<file path="config.mk">
export PLATFORM = sky130hd
export DESIGN_NAME = http_response_header_parser
export DESIGN_NICKNAME = d
export VERILOG_FILES = /design/src/hw/rtl/hrhp_pkg.sv /design/src/hw/rtl/http_response_header_parser.sv
export VERILOG_INCLUDE_DIRS = /design/src /design/src/hw/rtl
export SDC_FILE = /design/constraint.sdc
export NUM_CORES = 1
export LEC_CHECK = 0
export BUFFER_PORTS_ARGS = -buffer_cell sky130_fd_sc_hd__buf_2
export CAP_MARGIN = 30
export CELL_PAD_IN_SITES_DETAIL_PLACEMENT = 2
export CELL_PAD_IN_SITES_GLOBAL_PLACEMENT = 2
export CORE_AREA = 2 2 67 69
export CTS_CLUSTER_DIAMETER = 30
export DETAILED_ROUTE_END_ITERATION = 10
export DIE_AREA = 0 0 69 71
export PLACE_DENSITY_LB_ADDON = 0.05
export SLEW_MARGIN = 15
export SYNTH_ARGS = -nofsm -noshare
export SYNTH_HDL_FRONTEND = slang
export SYNTH_SLANG_ARGS = --single-unit
</file>
<file path="constraint.sdc">
create_clock -name clk_i -period 3.1 [get_ports clk_i]
set_input_delay 0.465 -clock clk_i [delete_from_list [all_inputs] [get_ports clk_i]]
set_output_delay 0.465 -clock clk_i [all_outputs]
set_load 0.005 [all_outputs]
</file>
<file path="src/hw/rtl/http_response_header_parser_defines.svh">
// Assertion macros shared by the HTTP response header parser RTL.
// Needs clk_i and rst_ni in the scope of the file that uses them.
`ifndef HTTP_RESPONSE_HEADER_PARSER_DEFINES_SVH
`define HTTP_RESPONSE_HEADER_PARSER_DEFINES_SVH

// Checked property, masked while reset is asserted
`define HRHP_ASSERT(label, prop, msg) \
  label: assert property (@(posedge clk_i) disable iff (!rst_ni) (prop)) else $error(msg);

// Checked property that also holds during reset
`define HRHP_ASSERT_ALWAYS(label, prop, msg) \
  label: assert property (@(posedge clk_i) (prop)) else $error(msg);

`endif

</file>
<file path="src/hw/rtl/hrhp_pkg.sv">
// Types, codes and character classes of the HTTP response header parser.
// No dependencies; used by http_response_header_parser.
`timescale 1ns / 1ps

package hrhp_pkg;

  // Parser states
  typedef enum logic [3:0] {
    ST_FIRST_START = 4'd0,
    ST_FIRST_LINE  = 4'd1,
    ST_LF_FIRST    = 4'd2,
    ST_LINE_START  = 4'd3,
    ST_FOLD_WS     = 4'd4,
    ST_NAME        = 4'd5,
    ST_COLON_SP    = 4'd6,
    ST_VALUE       = 4'd7,
    ST_LF_HEADER   = 4'd8,
    ST_LF_FINAL    = 4'd9
  } parse_state_e;

  // Status codes
  localparam logic [1:0] STAT_MORE  = 2'd0;
  localparam logic [1:0] STAT_DONE  = 2'd1;
  localparam logic [1:0] STAT_ERROR = 2'd2;

  // Byte roles
  localparam logic [1:0] ROLE_DROP  = 2'd0;
  localparam logic [1:0] ROLE_FIRST = 2'd1;
  localparam logic [1:0] ROLE_NAME  = 2'd2;
  localparam logic [1:0] ROLE_VALUE = 2'd3;

  // Characters
  localparam logic [7:0] CH_TAB   = 8'd9;
  localparam logic [7:0] CH_LF    = 8'd10;
  localparam logic [7:0] CH_CR    = 8'd13;
  localparam logic [7:0] CH_SPACE = 8'd32;
  localparam logic [7:0] CH_COLON = 8'd58;
  localparam logic [7:0] CH_LAST_CTRL = 8'd31;
  localparam logic [7:0] CH_DEL   = 8'd127;

  // Result word, status in the lowest bits
  typedef struct packed {
    logic [2:0] pad;
    logic       header_start;
    logic [1:0] byte_role;
    logic [1:0] status;
  } result_t;

  // 0..31 and DEL; high bytes are not controls
  function automatic logic is_control(input logic [7:0] c);
    return (c <= CH_LAST_CTRL) || (c == CH_DEL);
  endfunction

  function automatic logic is_separator(input logic [7:0] c);
    logic sep;
    case (c) inside
      "(", ")", "<", ">", "@", ",", ";", ":", "\\", "\"",
      "/", "[", "]", "?", "=", "{", "}", " ", "\t": sep = 1'b1;
      default: sep = 1'b0;
    endcase
    return sep;
  endfunction

  // Token: 7-bit, not control, not separator
  function automatic logic is_token(input logic [7:0] c);
    return !c[7] && !is_control(c) && !is_separator(c);
  endfunction

endpackage

</file>
<file path="src/hw/rtl/http_response_header_parser.sv">
// Byte-serial HTTP response header parser: state machine and stream ports.
// Depends on hrhp_pkg and http_response_header_parser_defines.svh.
`timescale 1ns / 1ps
`include "http_response_header_parser_defines.svh"

// Takes one byte of an HTTP response per clock on the slave stream and
// returns one 8-bit result per byte on the master stream: parse status,
// the role of the byte (first line, header name, header value or dropped)
// and a flag for the first byte of each header entry. A byte is captured
// into an input register, judged against the parser state and written
// to the output register, so a new byte is taken every clock while the
// output side keeps up; the loop through the state register sets that
// rate. On a parse error the state holds, so the next byte is judged by
// the same state. The parser keeps no text; the caller collects bytes
// using the roles.

module http_response_header_parser (
  input  logic       clk_i,
  input  logic       rst_ni,
  // Slave stream
  input  logic       s_axis_tvalid,
  output logic       s_axis_tready,
  input  logic [7:0] s_axis_tdata,   // [7:0] data_byte
  // Master stream
  output logic       m_axis_tvalid,
  input  logic       m_axis_tready,
  output logic [7:0] m_axis_tdata    // [1:0] status, [3:2] byte_role,
                                     // [4] header_start, [7:5] zero
);

  logic                  in_valid_q, in_valid_d;
  logic [7:0]            in_byte_q;
  logic                  out_valid_q, out_valid_d;
  hrhp_pkg::result_t     out_q, out_d;
  hrhp_pkg::parse_state_e state_q, state_d;
  logic                  header_seen_q, header_seen_d;
  logic                  out_ready;
  logic                  advance;
  logic                  is_ctrl, is_tok, is_ws;

  // Handshake between the two register stages
  assign out_ready     = !out_valid_q || m_axis_tready;
  assign advance       = in_valid_q && out_ready;
  assign s_axis_tready = !in_valid_q || out_ready;
  assign in_valid_d    = (s_axis_tvalid && s_axis_tready) || (in_valid_q && !out_ready);
  assign out_valid_d   = advance || (out_valid_q && !m_axis_tready);

  // Character classes of the registered byte
  assign is_ctrl = hrhp_pkg::is_control(in_byte_q);
  assign is_tok  = hrhp_pkg::is_token(in_byte_q);
  assign is_ws   = (in_byte_q == hrhp_pkg::CH_SPACE) || (in_byte_q == hrhp_pkg::CH_TAB);

  // Next state; errors leave the state as it is
  always_comb begin
    state_d       = state_q;
    header_seen_d = header_seen_q;
    unique case (state_q)
      hrhp_pkg::ST_FIRST_START: begin
        if (is_tok) state_d = hrhp_pkg::ST_FIRST_LINE;
      end
      hrhp_pkg::ST_FIRST_LINE: begin
        if (in_byte_q == hrhp_pkg::CH_CR) state_d = hrhp_pkg::ST_LF_FIRST;
      end
      hrhp_pkg::ST_LF_FIRST: begin
        if (in_byte_q == hrhp_pkg::CH_LF) state_d = hrhp_pkg::ST_LINE_START;
      end
      hrhp_pkg::ST_LINE_START: begin
        if (in_byte_q == hrhp_pkg::CH_CR) begin
          state_d = hrhp_pkg::ST_LF_FINAL;
        end else if (header_seen_q && is_ws) begin
          state_d = hrhp_pkg::ST_FOLD_WS;
        end else if (is_tok) begin
          state_d       = hrhp_pkg::ST_NAME;
          header_seen_d = 1'b1;
        end
      end
      hrhp_pkg::ST_FOLD_WS: begin
        if (in_byte_q == hrhp_pkg::CH_CR) begin
          state_d = hrhp_pkg::ST_LF_HEADER;
        end else if (!is_ws && !is_ctrl) begin
          state_d = hrhp_pkg::ST_VALUE;
        end
      end
      hrhp_pkg::ST_NAME: begin
        if (in_byte_q == hrhp_pkg::CH_COLON) state_d = hrhp_pkg::ST_COLON_SP;
      end
      hrhp_pkg::ST_COLON_SP: begin
        if (in_byte_q == hrhp_pkg::CH_SPACE) state_d = hrhp_pkg::ST_VALUE;
      end
      hrhp_pkg::ST_VALUE: begin
        if (in_byte_q == hrhp_pkg::CH_CR) state_d = hrhp_pkg::ST_LF_HEADER;
      end
      hrhp_pkg::ST_LF_HEADER: begin
        if (in_byte_q == hrhp_pkg::CH_LF) state_d = hrhp_pkg::ST_LINE_START;
      end
      hrhp_pkg::ST_LF_FINAL: begin
        state_d = hrhp_pkg::ST_LF_FINAL;
      end
      default: begin
        state_d = state_q;
      end
    endcase
  end

  // Result of the registered byte
  always_comb begin
    out_d              = '0;
    out_d.status       = hrhp_pkg::STAT_MORE;
    out_d.byte_role    = hrhp_pkg::ROLE_DROP;
    out_d.header_start = 1'b0;
    unique case (state_q) inside
      hrhp_pkg::ST_FIRST_START: begin
        if (is_tok) out_d.byte_role = hrhp_pkg::ROLE_FIRST;
        else        out_d.status    = hrhp_pkg::STAT_ERROR;
      end
      hrhp_pkg::ST_FIRST_LINE: begin
        if (in_byte_q != hrhp_pkg::CH_CR) out_d.byte_role = hrhp_pkg::ROLE_FIRST;
      end
      hrhp_pkg::ST_LF_FIRST, hrhp_pkg::ST_LF_HEADER: begin
        if (in_byte_q != hrhp_pkg::CH_LF) out_d.status = hrhp_pkg::STAT_ERROR;
      end
      hrhp_pkg::ST_LINE_START: begin
        if (in_byte_q == hrhp_pkg::CH_CR || (header_seen_q && is_ws)) begin
          out_d.status = hrhp_pkg::STAT_MORE;
        end else if (is_tok) begin
          out_d.byte_role    = hrhp_pkg::ROLE_NAME;
          out_d.header_start = 1'b1;
        end else begin
          out_d.status = hrhp_pkg::STAT_ERROR;
        end
      end
      hrhp_pkg::ST_FOLD_WS: begin
        if (in_byte_q == hrhp_pkg::CH_CR || is_ws) begin
          out_d.status = hrhp_pkg::STAT_MORE;
        end else if (is_ctrl) begin
          out_d.status = hrhp_pkg::STAT_ERROR;
        end else begin
          out_d.byte_role = hrhp_pkg::ROLE_VALUE;
        end
      end
      hrhp_pkg::ST_NAME: begin
        if (in_byte_q == hrhp_pkg::CH_COLON) out_d.status    = hrhp_pkg::STAT_MORE;
        else if (is_tok)                     out_d.byte_role = hrhp_pkg::ROLE_NAME;
        else                                 out_d.status    = hrhp_pkg::STAT_ERROR;
      end
      hrhp_pkg::ST_COLON_SP: begin
        if (in_byte_q != hrhp_pkg::CH_SPACE) out_d.status = hrhp_pkg::STAT_ERROR;
      end
      hrhp_pkg::ST_VALUE: begin
        if (in_byte_q == hrhp_pkg::CH_CR) out_d.status    = hrhp_pkg::STAT_MORE;
        else if (is_ctrl)                 out_d.status    = hrhp_pkg::STAT_ERROR;
        else                              out_d.byte_role = hrhp_pkg::ROLE_VALUE;
      end
      hrhp_pkg::ST_LF_FINAL: begin
        if (in_byte_q == hrhp_pkg::CH_LF) out_d.status = hrhp_pkg::STAT_DONE;
        else                              out_d.status = hrhp_pkg::STAT_ERROR;
      end
      default: begin
        out_d.status = hrhp_pkg::STAT_ERROR;
      end
    endcase
  end

  // Control registers
  always_ff @(posedge clk_i or negedge rst_ni) begin
    if (!rst_ni) begin
      in_valid_q    <= 1'b0;
      out_valid_q   <= 1'b0;
      state_q       <= hrhp_pkg::ST_FIRST_START;
      header_seen_q <= 1'b0;
    end else begin
      in_valid_q  <= in_valid_d;
      out_valid_q <= out_valid_d;
      if (advance) begin
        state_q       <= state_d;
        header_seen_q <= header_seen_d;
      end
    end
  end

  // Payload registers
  always_ff @(posedge clk_i) begin
    if (s_axis_tvalid && s_axis_tready) in_byte_q <= s_axis_tdata;
    if (advance)                        out_q     <= out_d;
  end

  assign m_axis_tvalid = out_valid_q;
  assign m_axis_tdata  = out_q;

  // Checks
  `HRHP_ASSERT(a_err_drops, m_axis_tvalid && (out_q.status == hrhp_pkg::STAT_ERROR) |-> (out_q.byte_role == hrhp_pkg::ROLE_DROP) && !out_q.header_start, "error result carries a role")
  `HRHP_ASSERT(a_hstart_name, m_axis_tvalid && out_q.header_start |-> (out_q.byte_role == hrhp_pkg::ROLE_NAME) && header_seen_q, "header start without name role")
  `HRHP_ASSERT(a_err_holds, advance && (out_d.status == hrhp_pkg::STAT_ERROR) |=> (state_q == $past(state_q)) && (header_seen_q == $past(header_seen_q)), "state moved on error")
  `HRHP_ASSERT(a_pad_zero, !m_axis_tvalid || (out_q.pad == 3'd0), "result padding not zero")

endmodule
</file>
==> out/results.txt, run 1 <==
Number of global-route vias before repair: 1215
Cts bufs inserted: 3
Die ar.: 4900 um2
Fraction of layout cells with a size suffix above 1: 22.3%
Antenna Nets Post-Route: 0
Drt pass-1 iters: 4
Post-synth cell types: 49
Required @ worst endpoint: 3.25 ns
Unrepaired setup endpoints after global routing: no
Rows: 24
Adder-Cell Fraction of Synth Area: 0%
CTS root buffer: clkbuf_8
Mux cell area share after synthesis: 5.07%
Initial antenna violation count: 0
Die width: 69 um
Largest family of logic cells by synthesized area: simple AND/OR/NAND/NOR gates
Area Overhead vs Synth: 6.58%
Power Density: 706 nW/um2
DP Wirelength: 2.77 mm
CTS tree: built
Setup Skew: 0.00348 ns
CP Max Fanout: 15
CTS sink cnt: 20
Routed wire per std cell: 18.3 um
Synth top area cells: edfxtp_1, dfrtp_1, o21ai_0, clkbuf_8, buf_4
EDFF count, synth: 13
Resize count post-CTS: 0
XOR/XNOR Fraction of Synth Area: 0.623%
Ant diodes: 0
Final setup viols: 0
Startpoint types: flop
Synth Register Bits: 20
First-pass GRT wire length: 6.24 mm
Synth Area in Compound Gates: 16.8%
Warnings from Yosys: 0
Final #Nets: 161
Ratio of final minimum period to clock period: 88.5%
Crit path time final: 2.74 ns
Setup Crit Path Kind: flop to flop
DRC: 0
Setup tns final: 0 ns
Max incr delay on CP: 0.58 ns
FMAX: 365 MHz
Headroom to the max-slew limit: 66.9%
Hold-fix buffers at CTS: 0
Vias: 1116
Post-synth top area cell: edfxtp_1
Total Wirelength: 3.65 mm
VDD IR max: 0.288 mV
Synth Area in Simple Gates: 28.3%
Reg2Reg Setup Slack: 0.36 ns
Sequential area share after synthesis: 40.2%
GRT Total Usage: 15.8%
Leakage power: 0.555 nW
Overall power: 0.00106 W
Buf+Inv Stages, Crit Path: 0
Worst Max-Slew Pin Slew: 0.489 ns
Final Slew Violations: 0
Number of max-cap violations: 0
H-tree levels: 1
Setup repair bufs after CTS: 0
Via/cell ratio: 5.58
IO Port Bufs: 18
Crit path cell chain: and3b_1, o211a_1, or4_1, or3_4, a211oi_4, mux2_4
Slowest-stage cell, CP: edfxtp_1
Die Ht: 71 um
Core area: 4200 um2
Post-synth top flop: edfxtp_1
Status: finished, final reports clean
I/O pin count: 22
Grt total ovfl: 0
Clock buffer depth: 2
Worst setup EP type: flop
Clock Pin Slew Worst Setup and Hold Paths: 0.07 ns
Ys async rst share: 35.0%
Synth Cell Area: 1410 um2
Clk Latency, worst-skew pair: 0.26 ns
Initial core utilization: 33.5%
Top-area cell type share of the netlist area: 27.8%
Initial DRC count: 97
HP Class: input port to async pin
Crit-path leading delay family: simple AND/OR/NAND/NOR gates
Mapped Cells: 137
Largest net degree at the start of global routing: 17
# fillers: 478
Critical Path AT: 2.89 ns
GPL Wtd Cong: 0.849
Final Hold Viols: 0
Mean Syn Cell Area: 10.3 um2
==> final timing paths <==
kind,start,to,cells past startpoint
max,in_byte_q[3],state_q[3],6
min,rst_ni,header_seen_q,1
max reg2reg,in_byte_q[3],state_q[3],6
min reg2reg,in_valid_q,m_axis_tvalid,1
max in group asynchronous,rst_ni,state_q[2],1
min in group clk_i,s_axis_tdata[1],in_byte_q[1],1
==> cells in the final DEF, fill, tap and decap left out, drive strengths merged, types with 5 or more instances in the layout <==
cell and n:
nand2 5, edfxtp 13, dfrtp 7, o21ai 11, nand2b 6, nand4 5
buf 18, nor2 7, a21oi 7
==> cells in the mapped netlist (2+ instances only) <==
cell,instances
edfxtp_1,13
o21ai_0,11
a21oi_1,7
dfrtp_1,7
nor2_1,7
nand2b_1,6
buf_4,5
nand2_1,5
nand4_1,5
and2_1,4
and3b_1,4
clkbuf_8,4
nand3b_1,4
nor3_1,4
clkbuf_1,3
mux2i_1,3
nor3b_1,3
o211ai_1,3
a31oi_1,2
inv_1,2
mux2_4,2
nand4b_1,2
nor2b_1,2
nor4b_1,2
o21a_1,2
or3_2,2
==> kinds of logic after synthesis <==
family,count (synthesis)
simple gates,59
flops,20
compound gates,35
xor+xnor,1
other cells,1
mux,6
buf+inv,15
==> worst reg2reg max path, stage by stage, from the launching register on <==
cell and delay, ns:
edfxtp_1 0.58, and3b_1 0.25, o211a_1 0.24, or4_1 0.50
or3_4 0.38, a211oi_4 0.35, mux2_4 0.33
==> through the flow <==
| step | setup WS [ns] | cell area (um2) | utilization [%] | std cells | hold WS (ns) |
|---|---|---|---|---|---|
| 2_1_floorplan | 0.592 | 1410 | - | 139 | 0.169 |
| 3_3_place_gp | 0.412 | 1450 | 34.6 | 196 | 0.301 |
| 3_5_place_dp | 0.341 | 1450 | 34.6 | 196 | 0.307 |
| 4_1_cts | 0.335 | 1500 | 35.7 | 200 | 0.0236 |
| 5_1_grt | 0.150 | 1500 | 35.7 | 200 | 0.0295 |
| 6_report | 0.357 | 1500 | 35.7 | 200 | 0.0222 |
==> sequential cells by signal, indices dropped and copies added (netlist names) <==
name           count
header_seen_q      1
in_byte_q          8
in_valid_q         1
m_axis_tdata       5
m_axis_tvalid      1
state_q            4
==> cell type report <==
type | count | area [um2] | share of cell area (%)
Inverter | 2 | 7.51 | 0.501
Tap cell | 52 | 65.1 | 4.34
Sequential cell | 20 | 566 | 37.7
Clock buffer | 3 | 41.3 | 2.75
Clock inverter | 1 | 3.75 | 0.250
Timing Repair Buffer | 18 | 90.1 | 6.01
Multi-Input combinational cell | 104 | 726 | 48.4
==> routing by layer <==
layer  track usage (%)  routed length [um]
met5                 0                   0
met4              4.58                  34
met3              1.28                  62
met2              25.4                1690
met1              22.8                1870
==> power by group <==
part	switching (W)	leakage, nW	internal [W]	total (W)
Clock	0.0000839	0.0231	0.0000882	0.000172
Sequential	0.000111	0.206	0.000354	0.000464
Combinational	0.000220	0.326	0.000201	0.000421
Total	0.000415	0.555	0.000643	0.00106
No activity file was read; power rests on OpenSTA's default activity.
==> inputs of run 2 (changes only) <==
--- a/config.mk
+++ b/config.mk
@@ -14,7 +14,8 @@
 export CTS_CLUSTER_DIAMETER = 30
 export DETAILED_ROUTE_END_ITERATION = 10
 export DIE_AREA = 0 0 69 71
-export PLACE_DENSITY_LB_ADDON = 0.05
+export PLACE_DENSITY = 0.77
+export SKIP_LAST_GASP = 1
 export SLEW_MARGIN = 15
 export SYNTH_ARGS = -nofsm -noshare
 export SYNTH_HDL_FRONTEND = slang
==> out/results.txt, run 2 (synthesized netlist as in run 1, its figures left out) <==
Status: finished, final reports clean
Ratio of final minimum period to clock period: 89.0%
Cts bufs inserted: 3
Initial core utilization: 33.5%
Via/cell ratio: 5.59
VDD IR max: 0.255 mV
CTS sink cnt: 20
CTS root buffer: clkbuf_8
Unrepaired setup endpoints after global routing: no
DP Wirelength: 2.76 mm
Biggest register: in_byte_q
IO Port Bufs: 18
Grt total ovfl: 0
Antenna Nets Post-Route: 0
Slowest-stage cell, CP: edfxtp_1
Resize count post-CTS: 0
Core area: 4200 um2
Setup tns final: 0 ns
Die ar.: 4900 um2
GPL Wtd Cong: 0.796
Routed wire per std cell: 18.3 um
R2r endpoint: state_q[2]
Required @ worst endpoint: 3.25 ns
HP Class: input port to async pin
Drt pass-1 iters: 4
Crit path time final: 2.76 ns
Final Hold Viols: 0
GRT Total Usage: 15.5%
CTS tree: built
Number of max-cap violations: 0
Non-filler instance count after layout: 200
Initial antenna violation count: 0
Final setup viols: 0
CP Max Fanout: 15
DRC: 0
Fraction of layout cells with a size suffix above 1: 23.0%
Max incr delay on CP: 0.58 ns
Number of global-route vias before repair: 1247
Clk Latency, worst-skew pair: 0.26 ns
Hold-fix buffers at CTS: 0
Leading cell types in the layout, fill and taps excluded: buf_2, edfxtp_1, o21ai_0
Max reg flops: 8
Reg-to-reg startpoint: in_byte_q[3]
Critical Path Source: in_byte_q[3]
Worst R2R Path Depth: 6
Vias: 1117
Largest net degree at the start of global routing: 17
Placed Cells: 196
I/O pin count: 22
Worst setup EP type: flop
First-pass GRT wire length: 6.15 mm
Clock Pin Slew Worst Setup and Hold Paths: 0.08 ns
Setup Crit Path Kind: flop to flop
Clock buffer depth: 2
Crit path cell chain: and3b_1, o211a_1, or4_1, or3_4, a211oi_4, mux2_4
Reg2Reg Setup Slack: 0.34 ns
# fillers: 465
Die width: 69 um
Total Wirelength: 3.66 mm
Worst Max-Slew Pin Slew: 0.531 ns
H-tree levels: 1
Power Density: 756 nW/um2
Area Overhead vs Synth: 8.45%
Final Slew Violations: 0
Leakage power: 0.568 nW
Setup repair bufs after CTS: 0
Final #Nets: 161
Setup Skew: 0.00912 ns
Die Ht: 71 um
Critical Path AT: 2.91 ns
FMAX: 362 MHz
Initial DRC count: 26
Startpoint types: flop
Commonest non-fill, non-tap cell in the layout: buf_2
Headroom to the max-slew limit: 64.3%
Rows: 24
Ant diodes: 0
[run 2: cell types whose count changed in the layout (fill, tap and decap cells not counted), sizes merged]
cell | previous run | this run
clkinv | 1 | 0
bufinv | 0 | 1
[run 2: routing by layer]
metal | up-vias | GRT usage (%) | wire [um]
li1 | 536 | - | -
met1 | 546 | 17.9 | 1520
met5 | - | 0 | 0
met2 | 25 | 28.7 | 1940
met4 | 0 | 4.58 | 93
met3 | 10 | 3.42 | 105
[run 2: worst max-delay path by stage]
stage / slack [ns] / end / depth (start not counted)
finish: 0.34 / state_q[2] / 6
global route: 0.21 / state_q[2] / 6
CTS: 0.34 / state_q[2] / 6
detailed placement: 0.35 / state_q[2] / 6
global placement: 0.44 / state_q[3] / 6
floorplan: 0.59 / state_q[2] / 7
[run 2: through the flow]
step           total power (W)  util, %  hold WS (ns)  worst slack (ns)  cell area, um2
6_report               0.00115     36.3        0.0260             0.341            1530
5_1_grt                0.00124     36.3        0.0305             0.214            1530
4_1_cts                0.00117     36.3        0.0333             0.339            1530
3_5_place_dp          0.000895     34.6         0.318             0.349            1450
3_3_place_gp          0.000858     34.6         0.311             0.440            1450
2_1_floorplan         0.000795        -         0.169             0.592            1410
[run 2: cell type report]
type | count | area (um2) | area share [%]
multi-input cells | 104 | 726 | 47.6
flip-flops and latches | 20 | 566 | 37.1
repair buffers | 18 | 90.1 | 5.91
well taps | 52 | 65.1 | 4.27
clock buffers | 3 | 41.3 | 2.71
clock inverters | 1 | 30.0 | 1.97
inverters | 2 | 7.51 | 0.492
[run 2: critical path: cells and delay by family, from the launching register on]
family	cells	cell delay (ns)
simple gates	3	1.13
compound gates	2	0.60
flops	1	0.58
mux	1	0.33
[run 2: report_power, final]
group          internal [W]  switching (W)
Clock              0.000172      0.0000908
Combinational      0.000201       0.000229
Sequential         0.000354       0.000106
==> inputs of run 3 (changes only) <==
--- a/config.mk
+++ b/config.mk
@@ -6,15 +6,17 @@
 export SDC_FILE = /design/constraint.sdc
 export NUM_CORES = 1
 export LEC_CHECK = 0
+export ABC_AREA = 1
 export BUFFER_PORTS_ARGS = -buffer_cell sky130_fd_sc_hd__buf_2
 export CAP_MARGIN = 30
 export CELL_PAD_IN_SITES_DETAIL_PLACEMENT = 2
 export CELL_PAD_IN_SITES_GLOBAL_PLACEMENT = 2
-export CORE_AREA = 2 2 67 69
+export CORE_AREA = 2 2 70 72
 export CTS_CLUSTER_DIAMETER = 30
 export DETAILED_ROUTE_END_ITERATION = 10
-export DIE_AREA = 0 0 69 71
-export PLACE_DENSITY = 0.77
+export DIE_AREA = 0 0 72 74
+export MAX_ROUTING_LAYER = met4
+export PLACE_DENSITY = 0.78
 export SKIP_LAST_GASP = 1
 export SLEW_MARGIN = 15
 export SYNTH_ARGS = -nofsm -noshare
==> out/results.txt, run 3 <==
Setup Skew: 0.00250 ns
GPL Wtd Cong: 0.825
Core area: 4600 um2
Ratio of final minimum period to clock period: 58.8%
Fraction of layout cells with a size suffix above 1: 28.2%
Crit path time final: 1.82 ns
Startpoint types: flop
IO Port Bufs: 18
CTS root buffer: clkbuf_8
DP Wirelength: 3.37 mm
Clock power share: 23.7%
Initial DRC count: 41
Buf+Inv Stages, Crit Path: 1
Cts bufs inserted: 3
Sw frac: 41.0%
Ys async rst share: 35.0%
I/O pin count: 22
Leading cell types in the layout, fill and taps excluded: nand2_1, nor2_1, inv_1, buf_2, nand3_1
Die width: 72 um
CTS tree: built
Warnings from Yosys: 0
DRC: 0
Synth Cell Area: 1380 um2
Area Overhead vs Synth: 16.1%
Rows: 25
Die ar.: 5330 um2
Resize count post-CTS: 0
Initial antenna violation count: 0
Post-synth cell types: 25
Status: finished, final reports clean
Number of max-cap violations: 0
Largest net degree at the start of global routing: 13
Setup tns final: 0 ns
H-tree levels: 1
Max reg flops: 8
Sw Pwr: 0.000473 W
Clock buffer depth: 2
Clock Pin Slew Worst Setup and Hold Paths: 0.08 ns
Total Wirelength: 4.10 mm
First-pass GRT wire length: 7.00 mm
Routed wire per std cell: 15.6 um
Grt total ovfl: 0
Final Slew Violations: 0
Reg2Reg Setup Slack: 1.28 ns
Post-synth top flop: edfxtp_1
Worst setup EP type: flop
Crit-path leading delay family: simple AND/OR/NAND/NOR gates
Hold-fix buffers at CTS: 0
Ant diodes: 0
Part of the power in combinational logic: 41.8%
Initial core utilization: 29.9%
Synth top area cells: edfxtp_1, nand2_1, dfrtp_1, nand3_1, nor2_1
GRT Total Usage: 18.1%
Commonest non-fill, non-tap cell in the layout: nand2_1
Drt pass-1 iters: 4
Met2 WL: 2.00 mm
Die Ht: 74 um
CTS sink cnt: 20
Setup repair bufs after CTS: 0
Int Pwr: 0.000681 W
Power Density: 722 nW/um2
Synth Register Bits: 20
Top Layer Used: met4
Setup Crit Path Kind: flop to flop
HP Class: input port to async pin
Final setup viols: 0
Slowest-stage cell, CP: edfxtp_1
Critical Path AT: 1.85 ns
FMAX: 548 MHz
Antenna Nets Post-Route: 0
Mean Syn Cell Area: 7.36 um2
Commonest cells post-synth: nand2_1, nor2_1, inv_1
Placed Area: 1530 um2
Sequential area share after synthesis: 41.1%
Crit path cell chain: inv_2, nand2_2, nor2_1, nand2_2, nand2_2, nand2_1, nand2_1, nand2_1, nand2_4, nand3_1
Top-area cell type share of the netlist area: 28.4%
Number of global-route vias before repair: 1414
VDD IR max: 0.276 mV
EDFF count, synth: 13
Post-Layout Inst Area: 1600 um2
Final #Nets: 222
Post-synth top area cell: edfxtp_1
Mapped Cells: 187
Vias: 1277
Worst R2R Path Depth: 10
Via/cell ratio: 4.86
Required @ worst endpoint: 3.12 ns
Max incr delay on CP: 0.50 ns
Final Hold Viols: 0
Routed met1 length: 1.95 mm
CP Max Fanout: 6
Most common cell in the netlist: nand2_1
Leakage power: 0.797 nW
Hold slack: 0.00358 ns
Met3 WL post-DR: 69 um
Unrepaired setup endpoints after global routing: no
Reg-to-reg startpoint: in_byte_q[0]
R2r endpoint: m_axis_tdata[1]
Flop pwr share: 34.5%
Biggest register: in_byte_q
Clk Latency, worst-skew pair: 0.27 ns
run 3: cell types whose count changed in the layout (fill, tap and decap cells not counted), moves of 7 or more:
cell,before,now
nand3_1,1,16
inv_1,2,18
o21ai_0,11,4
inv_2,0,9
nand2_2,0,11
nor2_1,7,20
nand2_1,5,51
nor2_2,0,8
run 3: how the worst max path moves through the flow:
stage | from | cells after the start | to | slack, ns
after CTS | in_byte_q[0] | 12 | state_q[1] | 1.28
after detailed placement | in_byte_q[0] | 10 | m_axis_tdata[1] | 1.30
after global placement | in_byte_q[0] | 10 | m_axis_tdata[1] | 1.35
final | in_byte_q[0] | 10 | m_axis_tdata[1] | 1.28
after floorplan | m_axis_tready | 9 | state_q[2] | 1.50
after global routing | in_byte_q[0] | 10 | m_axis_tdata[1] | 1.09
run 3: cells by family after synthesis:
logic type	after synthesis	synth area share, %
simple gates	124	45.0
buf+inv	30	9.00
flops	20	41.1
other cells	1	0.272
compound gates	12	4.64
run 3: metal layers:
layer | GRT usage [%] | up-vias
met5 | - | -
met4 | 6.92 | 0
met3 | 1.63 | 5
met2 | 29.9 | 14
met1 | 23.0 | 623
li1 | - | 635
run 3: power by group through the flow:
stage | Combinational, W | Sequential, W | Clock [W]
final | 0.000482 | 0.000399 | 0.000273
after global routing | 0.000550 | 0.000405 | 0.000291
after CTS | 0.000493 | 0.000398 | 0.000281
after detailed placement | 0.000481 | 0.000403 | 0
after global placement | 0.000464 | 0.000404 | 0
after floorplan | 0.000355 | 0.000387 | 0
run 3: worst register-to-register path, cell delays in order (launching register included):
cell and delay (ns):
edfxtp_1 0.50, inv_2 0.13, nand2_2 0.06, nor2_1 0.23, nand2_2 0.12, nand2_2 0.11, nand2_1 0.09, nand2_1 0.07
nand2_1 0.08, nand2_4 0.11, nand3_1 0.09
run 3: per-stage QoR:
step,worst slack (ns),total power (W),util (%),cells
4_1_cts,1.28,0.00117,34.7,263
5_1_grt,1.09,0.00125,34.7,263
3_5_place_dp,1.30,0.000884,33.2,259
6_report,1.28,0.00115,34.7,263
2_1_floorplan,1.50,0.000742,-,189
3_3_place_gp,1.35,0.000869,33.2,259
run 3: layout make-up:
| cell class | count | area (um2) |
|---|---|---|
| Multi-Input combinational cell | 139 | 694 |
| Sequential cell | 20 | 566 |
| Clock inverter | 1 | 30.0 |
| Clock buffer | 3 | 41.3 |
| Timing Repair Buffer | 19 | 97.6 |
| Fill cell | 561 | 3000 |
| Inverter | 27 | 101 |
| Tap cell | 54 | 67.6 |
